File: config.mk
export PLATFORM = sky130hd
export DESIGN_NAME = link_health_table_flat
export DESIGN_NICKNAME = d
export VERILOG_FILES = /design/src/design/lht_pkg.sv /design/src/design/lht_cmd_if.sv /design/src/design/lht_res_if.sv /design/src/design/lht_table.sv /design/src/design/lht_eval.sv /design/src/design/link_health_table.sv /design/src/flat_wrapper.sv
export SDC_FILE = /design/constraint.sdc
export NUM_CORES = 2
export LEC_CHECK = 0
export BUFFER_PORTS_ARGS = -buffer_cell sky130_fd_sc_hd__buf_4
export CAP_MARGIN = 20
export CORE_MARGIN = 3
export CORE_UTILIZATION = 53
export CTS_BUF_LIST = sky130_fd_sc_hd__clkbuf_4
export CTS_CLUSTER_SIZE = 25
export DETAILED_ROUTE_END_ITERATION = 8
export PLACE_DENSITY_LB_ADDON = 0.1
export SLEW_MARGIN = 20
export SYNTH_ARGS = -nofsm -noshare
export SYNTH_HDL_FRONTEND = slang
export SYNTH_SLANG_ARGS = --single-unit
File: constraint.sdc
create_clock -name i_clk -period 17.8 [get_ports i_clk]
set_input_delay 1.78 -clock i_clk [delete_from_list [all_inputs] [get_ports i_clk]]
set_output_delay 1.78 -clock i_clk [all_outputs]
set_load 0.05 [all_outputs]
File: src/design/lht_pkg.sv
`timescale 1ns / 1ps

package lht_pkg;

    localparam int unsigned ID_W     = 4;
    localparam int unsigned MAX_IDS  = 16;
    localparam int unsigned CMD_W    = 3;
    localparam int unsigned HEALTH_W = 2;
    localparam int unsigned GEN_W    = 32;
    localparam int unsigned STAMP_W  = 64;
    localparam int unsigned MASK_W   = 16;

    localparam logic [CMD_W-1:0] CMD_BROKEN      = 3'd0;
    localparam logic [CMD_W-1:0] CMD_RECOVERING  = 3'd1;
    localparam logic [CMD_W-1:0] CMD_HEALTHY     = 3'd2;
    localparam logic [CMD_W-1:0] CMD_REMOTE      = 3'd3;
    localparam logic [CMD_W-1:0] CMD_HEALTHY_GEN = 3'd4;
    localparam logic [CMD_W-1:0] CMD_GET         = 3'd5;

    localparam logic [HEALTH_W-1:0] HEALTH_HEALTHY    = 2'd0;
    localparam logic [HEALTH_W-1:0] HEALTH_BROKEN     = 2'd1;
    localparam logic [HEALTH_W-1:0] HEALTH_RECOVERING = 2'd2;
    localparam logic [HEALTH_W-1:0] HEALTH_INVALID    = 2'd3;

    localparam logic [GEN_W-1:0] GEN_INIT = 32'd1;

    typedef struct packed {
        logic [HEALTH_W-1:0] health;
        logic [GEN_W-1:0]    generation;
        logic [STAMP_W-1:0]  stamp;
    } t_entry;

    localparam t_entry ENTRY_INIT   = '{health: HEALTH_HEALTHY, generation: GEN_INIT,
                                        stamp: '0};
    localparam t_entry ENTRY_ABSENT = '{health: HEALTH_BROKEN, generation: '0,
                                        stamp: '0};

    typedef struct packed {
        logic [CMD_W-1:0]    command;
        logic [ID_W-1:0]     plane_id;
        logic [HEALTH_W-1:0] remote_health;
        logic [GEN_W-1:0]    event_generation;
        logic [STAMP_W-1:0]  now_time;
    } t_req;

    typedef struct packed {
        logic   success;
        logic   applied;
        logic   snapshot_valid;
        t_entry entry;
    } t_result;

endpackage

File: src/design/lht_cmd_if.sv
`timescale 1ns / 1ps

interface lht_cmd_if
    import lht_pkg::*;
();
    logic                valid;
    logic                ready;
    logic [CMD_W-1:0]    command;
    logic [ID_W-1:0]     plane_id;
    logic [HEALTH_W-1:0] remote_health;
    logic [GEN_W-1:0]    event_generation;
    logic [STAMP_W-1:0]  now_time;

    modport source (
        output valid, command, plane_id, remote_health, event_generation, now_time,
        input  ready
    );
    modport sink (
        input  valid, command, plane_id, remote_health, event_generation, now_time,
        output ready
    );
endinterface

File: src/design/lht_res_if.sv
`timescale 1ns / 1ps

interface lht_res_if
    import lht_pkg::*;
();
    logic                valid;
    logic                ready;
    logic                success;
    logic                applied;
    logic                snapshot_valid;
    logic [HEALTH_W-1:0] entry_health;
    logic [GEN_W-1:0]    entry_generation;
    logic [STAMP_W-1:0]  entry_time;

    modport source (
        output valid, success, applied, snapshot_valid, entry_health,
               entry_generation, entry_time,
        input  ready
    );
    modport sink (
        input  valid, success, applied, snapshot_valid, entry_health,
               entry_generation, entry_time,
        output ready
    );
endinterface

File: src/design/lht_table.sv
`timescale 1ns / 1ps

module lht_table
    import lht_pkg::*;
#(
    parameter int unsigned DEPTH = 16,
    parameter int unsigned IDX_W = 4
) (
    input  logic             i_clk,
    input  logic             i_rst_n,
    input  logic             i_clear,
    input  logic [IDX_W-1:0] i_rd_idx,
    output t_entry           o_rd_entry,
    input  logic             i_we,
    input  logic [IDX_W-1:0] i_wr_idx,
    input  t_entry           i_wr_entry
);

    logic [DEPTH-1:0] r_valid;
    t_entry           r_entries [DEPTH];

    // An entry that has not been written since the last clear reads as the initial entry.
    assign o_rd_entry = r_valid[i_rd_idx] ? r_entries[i_rd_idx] : ENTRY_INIT;

    always_ff @(posedge i_clk) begin
        if (!i_rst_n || i_clear) begin
            r_valid <= '0;
        end else if (i_we) begin
            r_valid[i_wr_idx] <= 1'b1;
        end
    end

    always_ff @(posedge i_clk) begin
        if (i_we) begin
            r_entries[i_wr_idx] <= i_wr_entry;
        end
    end

endmodule

File: src/design/lht_eval.sv
`timescale 1ns / 1ps

module lht_eval
    import lht_pkg::*;
(
    input  t_req    i_req,
    input  logic    i_present,
    input  t_entry  i_cur,
    output logic    o_we,
    output t_entry  o_next,
    output t_result o_result
);

    logic                ok;
    logic                applied;
    logic                snap;
    logic [HEALTH_W-1:0] want;

    always_comb begin
        ok      = 1'b0;
        applied = 1'b0;
        snap    = 1'b0;
        o_we    = 1'b0;
        o_next  = i_cur;
        want    = (i_req.command == CMD_BROKEN) ? HEALTH_BROKEN : HEALTH_RECOVERING;

        if (i_present) begin
            snap = 1'b1;
            case (i_req.command)
                CMD_BROKEN, CMD_RECOVERING: begin
                    ok = 1'b1;
                    // The generation only moves on a real change of health.
                    if (i_cur.health != want) begin
                        o_we              = 1'b1;
                        o_next.health     = want;
                        o_next.generation = i_cur.generation + GEN_W'(1);
                        o_next.stamp      = i_req.now_time;
                    end
                end
                CMD_HEALTHY: begin
                    ok            = 1'b1;
                    o_we          = 1'b1;
                    o_next.health = HEALTH_HEALTHY;
                    o_next.stamp  = i_req.now_time;
                end
                CMD_REMOTE: begin
                    if (i_req.event_generation == '0) begin
                        snap = 1'b0;
                    end else if (i_req.remote_health != HEALTH_INVALID) begin
                        ok = 1'b1;
                        // An equal generation never changes the entry, so only a
                        // newer generation is applied.
                        if (i_req.event_generation > i_cur.generation) begin
                            applied           = 1'b1;
                            o_we              = 1'b1;
                            o_next.health     = i_req.remote_health;
                            o_next.generation = i_req.event_generation;
                            o_next.stamp      = i_req.now_time;
                        end
                    end
                end
                CMD_HEALTHY_GEN: begin
                    if (i_cur.generation == i_req.event_generation
                        && i_cur.health != HEALTH_BROKEN
                        && i_cur.health != HEALTH_INVALID) begin
                        ok = 1'b1;
                        if (i_cur.health == HEALTH_RECOVERING) begin
                            o_we          = 1'b1;
                            o_next.health = HEALTH_HEALTHY;
                            o_next.stamp  = i_req.now_time;
                        end
                    end
                end
                CMD_GET: begin
                    ok = 1'b1;
                end
                default: begin
                    snap = 1'b0;
                end
            endcase
        end

        o_result.success        = ok;
        o_result.applied        = applied;
        o_result.snapshot_valid = snap;
        o_result.entry          = snap ? o_next : ENTRY_ABSENT;
    end

endmodule

File: src/design/link_health_table.sv
`timescale 1ns / 1ps

// Channel     Direction  Transfer when          Payload
// i_cmd       in         valid && ready         command, plane_id, remote_health,
//                                               event_generation, now_time
// o_res       out        valid && ready         success, applied, snapshot_valid,
//                                               entry_health, entry_generation, entry_time
// i_cfg_*     in         i_cfg_we               plane_present_mask
//
// Each command passes through an input register and a result register, and its result
// is presented from the result register; a new command can be taken every cycle while
// the result register is free or its result transfers.
// The table is read and written between those two registers, so back-to-back commands
// to the same plane see each other's updates.
// Reset clears both stages, the mask and the table; a mask write reinitializes the table.
// A stalled result holds both stages; the input side stays ready while the input
// register is empty or the result moves on.

module link_health_table
    import lht_pkg::*;
#(
    parameter int unsigned NUM_PLANES = 16
) (
    input  logic              i_clk,
    input  logic              i_rst_n,
    input  logic              i_cfg_we,
    input  logic [MASK_W-1:0] i_cfg_wdata,
    lht_cmd_if.sink           i_cmd,
    lht_res_if.source         o_res
);

    // Plane ids are four bits wide, so at most sixteen entries can ever be present.
    localparam int unsigned DEPTH = (NUM_PLANES < MAX_IDS) ? NUM_PLANES : MAX_IDS;
    localparam int unsigned IDX_W = (DEPTH > 1) ? $clog2(DEPTH) : 1;

    logic [MASK_W-1:0] r_mask;
    logic              r_in_valid;
    t_req              r_req;
    logic              r_out_valid;
    t_result           r_result;

    logic    advance;
    logic    present;
    t_entry  cur_entry;
    logic    eval_we;
    t_entry  next_entry;
    t_result eval_result;

    assign advance     = r_in_valid && (!r_out_valid || o_res.ready);
    assign i_cmd.ready = !r_in_valid || advance;
    assign present     = ({1'b0, r_req.plane_id} < (ID_W + 1)'(DEPTH))
                         && r_mask[r_req.plane_id];

    lht_table #(
        .DEPTH (DEPTH),
        .IDX_W (IDX_W)
    ) u_table (
        .i_clk      (i_clk),
        .i_rst_n    (i_rst_n),
        .i_clear    (i_cfg_we),
        .i_rd_idx   (r_req.plane_id[IDX_W-1:0]),
        .o_rd_entry (cur_entry),
        .i_we       (advance && eval_we),
        .i_wr_idx   (r_req.plane_id[IDX_W-1:0]),
        .i_wr_entry (next_entry)
    );

    lht_eval u_eval (
        .i_req     (r_req),
        .i_present (present),
        .i_cur     (cur_entry),
        .o_we      (eval_we),
        .o_next    (next_entry),
        .o_result  (eval_result)
    );

    always_ff @(posedge i_clk) begin
        if (!i_rst_n) begin
            r_mask <= '0;
        end else if (i_cfg_we) begin
            r_mask <= i_cfg_wdata;
        end
    end

    always_ff @(posedge i_clk) begin
        if (!i_rst_n) begin
            r_in_valid  <= 1'b0;
            r_out_valid <= 1'b0;
        end else begin
            if (i_cmd.ready) begin
                r_in_valid <= i_cmd.valid;
            end
            if (advance) begin
                r_out_valid <= 1'b1;
            end else if (o_res.ready) begin
                r_out_valid <= 1'b0;
            end
        end
    end

    always_ff @(posedge i_clk) begin
        if (i_cmd.valid && i_cmd.ready) begin
            r_req.command          <= i_cmd.command;
            r_req.plane_id         <= i_cmd.plane_id;
            r_req.remote_health    <= i_cmd.remote_health;
            r_req.event_generation <= i_cmd.event_generation;
            r_req.now_time         <= i_cmd.now_time;
        end
        if (advance) begin
            r_result <= eval_result;
        end
    end

    assign o_res.valid            = r_out_valid;
    assign o_res.success          = r_result.success;
    assign o_res.applied          = r_result.applied;
    assign o_res.snapshot_valid   = r_result.snapshot_valid;
    assign o_res.entry_health     = r_result.entry.health;
    assign o_res.entry_generation = r_result.entry.generation;
    assign o_res.entry_time       = r_result.entry.stamp;

endmodule
File: src/flat_wrapper.sv
// flat-port wrapper written by rule: the top's interface ports become plain ports
module link_health_table_flat import lht_pkg::*;
#(
    parameter int unsigned NUM_PLANES = 16
)
  (i_clk, i_rst_n, i_cfg_we, i_cfg_wdata, i_cmd_valid, i_cmd_command, i_cmd_plane_id, i_cmd_remote_health, i_cmd_event_generation, i_cmd_now_time, i_cmd_ready, o_res_valid, o_res_success, o_res_applied, o_res_snapshot_valid, o_res_entry_health, o_res_entry_generation, o_res_entry_time, o_res_ready);
  lht_cmd_if i_cmd_i ();
  lht_res_if o_res_i ();
  input  logic i_clk;
  input  logic i_rst_n;
  input  logic i_cfg_we;
  input  logic [MASK_W-1:0] i_cfg_wdata;
  input wire logic [$bits(i_cmd_i.valid)-1:0] i_cmd_valid;
  input wire logic [$bits(i_cmd_i.command)-1:0] i_cmd_command;
  input wire logic [$bits(i_cmd_i.plane_id)-1:0] i_cmd_plane_id;
  input wire logic [$bits(i_cmd_i.remote_health)-1:0] i_cmd_remote_health;
  input wire logic [$bits(i_cmd_i.event_generation)-1:0] i_cmd_event_generation;
  input wire logic [$bits(i_cmd_i.now_time)-1:0] i_cmd_now_time;
  output wire logic [$bits(i_cmd_i.ready)-1:0] i_cmd_ready;
  output wire logic [$bits(o_res_i.valid)-1:0] o_res_valid;
  output wire logic [$bits(o_res_i.success)-1:0] o_res_success;
  output wire logic [$bits(o_res_i.applied)-1:0] o_res_applied;
  output wire logic [$bits(o_res_i.snapshot_valid)-1:0] o_res_snapshot_valid;
  output wire logic [$bits(o_res_i.entry_health)-1:0] o_res_entry_health;
  output wire logic [$bits(o_res_i.entry_generation)-1:0] o_res_entry_generation;
  output wire logic [$bits(o_res_i.entry_time)-1:0] o_res_entry_time;
  input wire logic [$bits(o_res_i.ready)-1:0] o_res_ready;
  assign i_cmd_i.valid = i_cmd_valid;
  assign i_cmd_i.command = i_cmd_command;
  assign i_cmd_i.plane_id = i_cmd_plane_id;
  assign i_cmd_i.remote_health = i_cmd_remote_health;
  assign i_cmd_i.event_generation = i_cmd_event_generation;
  assign i_cmd_i.now_time = i_cmd_now_time;
  assign i_cmd_ready = i_cmd_i.ready;
  assign o_res_valid = o_res_i.valid;
  assign o_res_success = o_res_i.success;
  assign o_res_applied = o_res_i.applied;
  assign o_res_snapshot_valid = o_res_i.snapshot_valid;
  assign o_res_entry_health = o_res_i.entry_health;
  assign o_res_entry_generation = o_res_i.entry_generation;
  assign o_res_entry_time = o_res_i.entry_time;
  assign o_res_i.ready = o_res_ready;
  link_health_table #(.NUM_PLANES(NUM_PLANES)) u_core (.i_clk(i_clk), .i_rst_n(i_rst_n), .i_cfg_we(i_cfg_we), .i_cfg_wdata(i_cfg_wdata), .i_cmd(i_cmd_i), .o_res(o_res_i));
endmodule
# ---- After elaboration in Yosys (flattened, before gate mapping)
# Memories as Yosys holds them, arrays and structs flattened. A register that Yosys moved wholly into a read port is not among the register bits.
# Cells that the tools add are included.
dict set report op_classes {
  n_addsub 1
  n_mul 0
  div_mod_pow 0
  magnitude_cmp 3
  eq_ne 11
  shift 0
  mux 40
  bitwise_logic 1
  n_reduce_logical 19
}
# cell count
set op_table {}
lappend op_table {{2-to-1 mux 98 bit} 6}
lappend op_table {{one-hot mux 64 bit (4 select lines)} 1}
lappend op_table {{2-to-1 mux 64 bit} 2}
lappend op_table {{one-hot mux 32 bit (2 select lines)} 1}
lappend op_table {{adder 32 x 1 -> 32 bit, second input constant} 1}
lappend op_table {{== test 32 bit} 1}
lappend op_table {{greater-than comparator 32 bit} 1}
lappend op_table {{logical NOT 32 bit} 1}
lappend op_table {{2-to-1 mux 1 bit} 19}
lappend op_table {{bitwise OR 16 bit} 1}
lappend op_table {{binary-select mux 1 bit (select 4 bit)} 2}
lappend op_table {{one-hot mux 2 bit (4 select lines)} 1}
lappend op_table {{== test 3 x 2 -> 1 bit, second input constant} 2}
lappend op_table {{== test 3 bit, second input constant} 2}
lappend op_table {{logical AND 1 bit} 6}
lappend op_table {{2-to-1 mux 2 bit} 3}
lappend op_table {{< comparator 4 x 5 -> 1 bit, second input constant} 1}
lappend op_table {{OR reduction 5 bit} 1}
lappend op_table {{demux 1 bit (select 4 bit)} 1}
lappend op_table {{greater-or-equal comparator 4 x 1 -> 1 bit, second input constant} 1}
lappend op_table {{2-to-1 mux 4 bit} 1}
lappend op_table {{inequality test 2 bit, second input constant} 2}
lappend op_table {{one-hot mux 1 bit (4 select lines)} 1}
lappend op_table {{OR reduction 4 bit} 1}
lappend op_table {{12 further kinds} 16}
dict set report word_totals {
  register_bits 240
  latchBits 0
  ramBits 1568
  romBits 0
  inputBits 126
  memories 1
}
# name depth width rd rd_ports_with_merged_regs wr line
set mem_list {}
lappend mem_list {u_core.u_table.r_entries 16 98 1 1 1 lht_table.sv:20} ;# t_entry r_entries [DEPTH];

# ---- Longest topological paths before layout
dict set report depth {
  word_depth 12
  ltp_mapped 24
  mapped_depth_nobuf 14
}

# ---- Modules after synthesis
# Synthesis repeated with hierarchy kept, for this count alone.
dict set report hier_totals {
  hier_cells 3772
  hier_area_um2 72366.9
}
# module instances cells_each area_each_um2
set modules_own_cells {}
lappend modules_own_cells {lht_table 1 2464 59203.0}
lappend modules_own_cells {link_health_table 1 274 7005.5}
lappend modules_own_cells {lht_eval 1 1034 6158.4}

# ---- Least setup slack after synthesis
# Ideal clock, no wire load.
dict set report synth_path {
  path_type {input to register}
  startpoint {input o_res_ready}
  endpoint {memory u_core.u_table.r_entries[12][0] in the netlist's numbering, enable pin}
  setup_time_ns 0.467
  arrival_ns 7.739
  t_required_ns 17.333
  path_slack_ns 9.594
  stages 4
  path_buffers 1
  path_cell_list {nor2b_1 -> nor2b_1 -> clkbuf_1 -> and4_1}
}
dict set report synth_via {
  elab_chain_len 5
}
# item line
set synth_lines {}
lappend synth_lines {{from (decl)} flat_wrapper.sv:27} ;# input wire logic [$bits(o_res_i.ready)-1:0] o_res_ready;
lappend synth_lines {{logical OR 1 bit} link_health_table.sv:49} ;# assign advance = r_in_valid && (!r_out_valid || o_res.ready);
lappend synth_lines {{logical AND 1 bit} link_health_table.sv:49}
lappend synth_lines {{net u_core.advance} link_health_table.sv:42} ;# logic advance;
lappend synth_lines {{logical AND 1 bit} link_health_table.sv:63} ;# .i_we (advance && eval_we),
lappend synth_lines {{2-to-1 mux 1 bit} lht_table.sv:34} ;# if (i_we) begin
lappend synth_lines {{2-to-1 mux 1 bit (implied by the code)} lht_table.sv:35} ;# r_entries[i_wr_idx] <= i_wr_entry;
lappend synth_lines {{to (decl)} lht_table.sv:20}
# The timed path passes the listed nets, and every way through them passes these cells.

==> impl_metrics.env <==
export IMPL_wl_met3_mm=13.4
export IMPL_synth_area_leaders="edfxtp_1, mux4_2, nand2_1"
export IMPL_p_int_mw=6.56
export IMPL_postRouteAntennaNets=0
export IMPL_arrival_ps=10590
export IMPL_row_count=134
export IMPL_wl_met1_mm=73.0
export IMPL_switching_power_mw=1.91
export IMPL_die_area_sq_um=139000
export IMPL_htree_levels=5
export IMPL_grt_pass1_vias=39900
export IMPL_cts_sinks=1812
export IMPL_p_sw_share_pct=22.5
export IMPL_seq_power_share_pct=55.7
export IMPL_power_frac_clock_pct=38.2
export IMPL_ctsLongestPathBuffers=4
export IMPL_fin_area_sq_um=80800
export IMPL_pwr_share_comb_pct=6.1
export IMPL_finalSetupTns_ps=0
export IMPL_hold_buffers=0
export IMPL_fmax_mhz=104
export IMPL_hpwlAfterDp_mm=99.1
export IMPL_grt_pass1_wl_mm=266
export IMPL_coreArea_sq_um=134000
export IMPL_holdPathStages=1
export IMPL_synth_edf_count=1774
export IMPL_relSlewSlack_pct=16.8
export IMPL_synth_top_cell_by_area="edfxtp_1"
export IMPL_whs_ps=463
export IMPL_cts_resized=0
export IMPL_routed_top_layer="met5"
export IMPL_path_class="reg -> reg"
export IMPL_io_pins=229
export IMPL_layout_min_cycle_time_ps=9630
export IMPL_synthXorXnorAreaFrac_pct=0.0122
export IMPL_grt_usage_pct=26.1
export IMPL_yosys_warnings=0
export IMPL_synth_seq_cells=1812
export IMPL_final_cell_mix="edfxtp_1, clkbuf_4, mux4_2"
export IMPL_ys_flop_type="edfxtp_1"
export IMPL_clock_skew_ps=113
export IMPL_synthCells=3494
export IMPL_drt_initial_drc_count=4406
export IMPL_cp_start_kind="register"
export IMPL_tightest_slew_ps=1250
export IMPL_wl_per_cell_um=29.2
export IMPL_rsz0062_at_grt="false"
export IMPL_finalSetupViolCount=0
export IMPL_p_total_mw=8.48
export IMPL_yosysTopAreaCellShare_pct=74.4
export IMPL_cap_violations=0
export IMPL_initial_core_util_pct=53.5
export IMPL_syn_cell_area_sq_um=71600
export IMPL_die_x_um=373
export IMPL_synthAdderAreaFrac_pct=0.577
export IMPL_ir_worst_vdd_mv=0.0691
export IMPL_p_per_area_nw_per_um2=105
export IMPL_yosysUniqueCellTypes=84
export IMPL_endpoint_kind="register"
export IMPL_dr_wl_met2_mm=89.7
export IMPL_path_max_fanout=75
export IMPL_antenna_found_initial=6
export IMPL_ff2ff_path_depth=17
export IMPL_slew_viol_final=0
export IMPL_synth_area_per_cell_sq_um=20.5
export IMPL_portBuffers=228
export IMPL_status="completed"
export IMPL_grt_max_degree=120
export IMPL_leakagePower_nw=28.6
export IMPL_clk_pin_slew_worst_paths_ps=70
export IMPL_drc=0
export IMPL_globalRoute_totalOverflow=0
export IMPL_hold_violations=0
export IMPL_cts_root_buf="clkbuf_4"
export IMPL_cts_setup_buffers=0
export IMPL_synth_mux_area_share_pct=15.5
export IMPL_ys_seq_area_share_pct=75.5
export IMPL_nets=4261
export IMPL_place_congestion=0.943
export IMPL_synthArstFlopShare_pct=0
export IMPL_final_common_cell="edfxtp_1"
export IMPL_synth_compound_area_share_pct=3.56
export IMPL_firstDrtPassIters=8
export IMPL_vias_per_cell=6.22
export IMPL_worstPathRequired_ps=18770
export IMPL_area_growth_pct=12.9
export IMPL_hp_class="reg -> reg"
export IMPL_synthSimpleGateAreaFrac_pct=3.37
export IMPL_cts_tree="yes"
export IMPL_die_h_um=373
export IMPL_synth_nets=3653
export IMPL_synth_top_family_by_area="multiplexers"
export IMPL_fill_cells=9756
export IMPL_vias=38400
export IMPL_fin_crit_sh_pct=54.1
export IMPL_dpl_cell_area_sq_um=75400
export IMPL_clk_latency_ps=1340
export IMPL_numCtsBuffers=454
export IMPL_drive_gt1_share_pct=34.3
export IMPL_routed_wl_mm=180
-- kinds of logic (layout without fill, tap and decap cells) --
family / Yosys count / in the layout
other: 0 / 11
muxes: 552 / 552
adders and majority gates: 33 / 33
and+or+nand+nor: 490 / 490
DFF: 1812 / 1812
buffers and inverters: 208 / 1109
AOI/OAI and AO/OA: 398 / 398
xor gates and xnor gates: 1 / 1
-- critical path, cell delays in order (launching register included) --
cell and delay (ps):
dfxtp_4 580, buf_4 760, buf_4 860, buf_4 860, mux4_2 610, mux4_2 530
nand2_1 150, ha_1 180, nand2_1 50, nor2_1 190, nand2_1 90, a311oi_1 600
o21a_1 530, o2111a_4 660, buf_4 430, buf_4 770, nand2b_4 1040, o21ai_0 210
-- per-layer routing --
metal | global-route usage (%) | vias up
li1 | - | 16100
met1 | 36.5 | 20100
met2 | 42.2 | 1867
met3 | 4.69 | 336
met4 | 8.38 | 4
met5 | 0 | -
-- final timing paths --
path | end | startpoint | slack [ps]
setup / recovery | u_core.o_res.entry_time[32] | register | 8170
hold / removal | u_core.u_table.r_valid[14] | u_core.u_table.r_valid[14] | 460
setup reg to reg | u_core.o_res.entry_time[32] | register | 8170
hold reg to reg | u_core.u_table.r_valid[14] | u_core.u_table.r_valid[14] | 460
-- power by group through the flow --
stage                     Combinational [mW]  Clock, mW  Sequential, mW
after floorplan                        0.327          0            4.83
after global placement                 0.515          0            4.81
after detailed placement               0.524          0            4.81
after CTS                              0.526       3.33            4.72
after global routing                   0.555       3.54            4.72
final                                  0.521       3.23            4.72
-- Yosys cell counts (4+ instances only) --
library cell  count
or4_1             7
nor4_1           19
a221oi_1         11
o21bai_1          5
mux2i_1          87
mux2_2           22
nor3_1           17
a2bb2oi_1        12
dfxtp_1          38
nor2_1           53
or3_1             9
o31ai_1           4
clkbuf_1         82
and3_1            6
ha_1             33
edfxtp_1       1774
o21ai_0         159
and2_1            8
mux4_2          435
o221ai_1          4
buf_6            18
a211o_1           6
nand2b_1          5
nand3_1          27
buf_1            25
and4_1           19
a22oi_1          43
a22o_1            8
a211oi_1          8
nand2_1         236
a21oi_1          54
o21a_1           23
nor2b_1          36
mux4_1            8
o211ai_1         11
buf_2            45
a31oi_1          13
inv_1            23
nand4_1          25
buf_4            10
-- sequential cells by signal, summed over array words and instances (netlist names), 2 cells and up, named ones only --
name	flops
u_core.u_table.r_valid	16
u_core.r_mask	16
u_core.o_res.entry_time	64
u_core.o_res.entry_health	2
u_core.r_req	105
u_core.u_table.r_entries	1568
u_core.o_res.entry_generation	32
-- metrics by stage --
stage / util, % / worst slack, ps / std cells
2_1_floorplan: - / 9590 / 3494
3_3_place_gp: 56.3 / 8230 / 5397
3_5_place_dp: 56.4 / 8010 / 5404
4_1_cts: 60.3 / 8050 / 6153
5_1_grt: 60.4 / 7650 / 6171
6_report: 60.4 / 8170 / 6174
-- cell type report --
class | count | area, sq um | area share [%]
repair buffers | 335 | 2560 | 3.17
well taps | 1768 | 2210 | 2.74
multi-input cells | 1474 | 16600 | 20.5
clock inverters | 109 | 488 | 0.604
inverters | 25 | 101 | 0.125
flip-flops and latches | 1812 | 54000 | 66.9
clock buffers | 640 | 4800 | 5.94
diodes | 11 | 27.5 | 0.0340
Power figures use the tool's default switching activity.
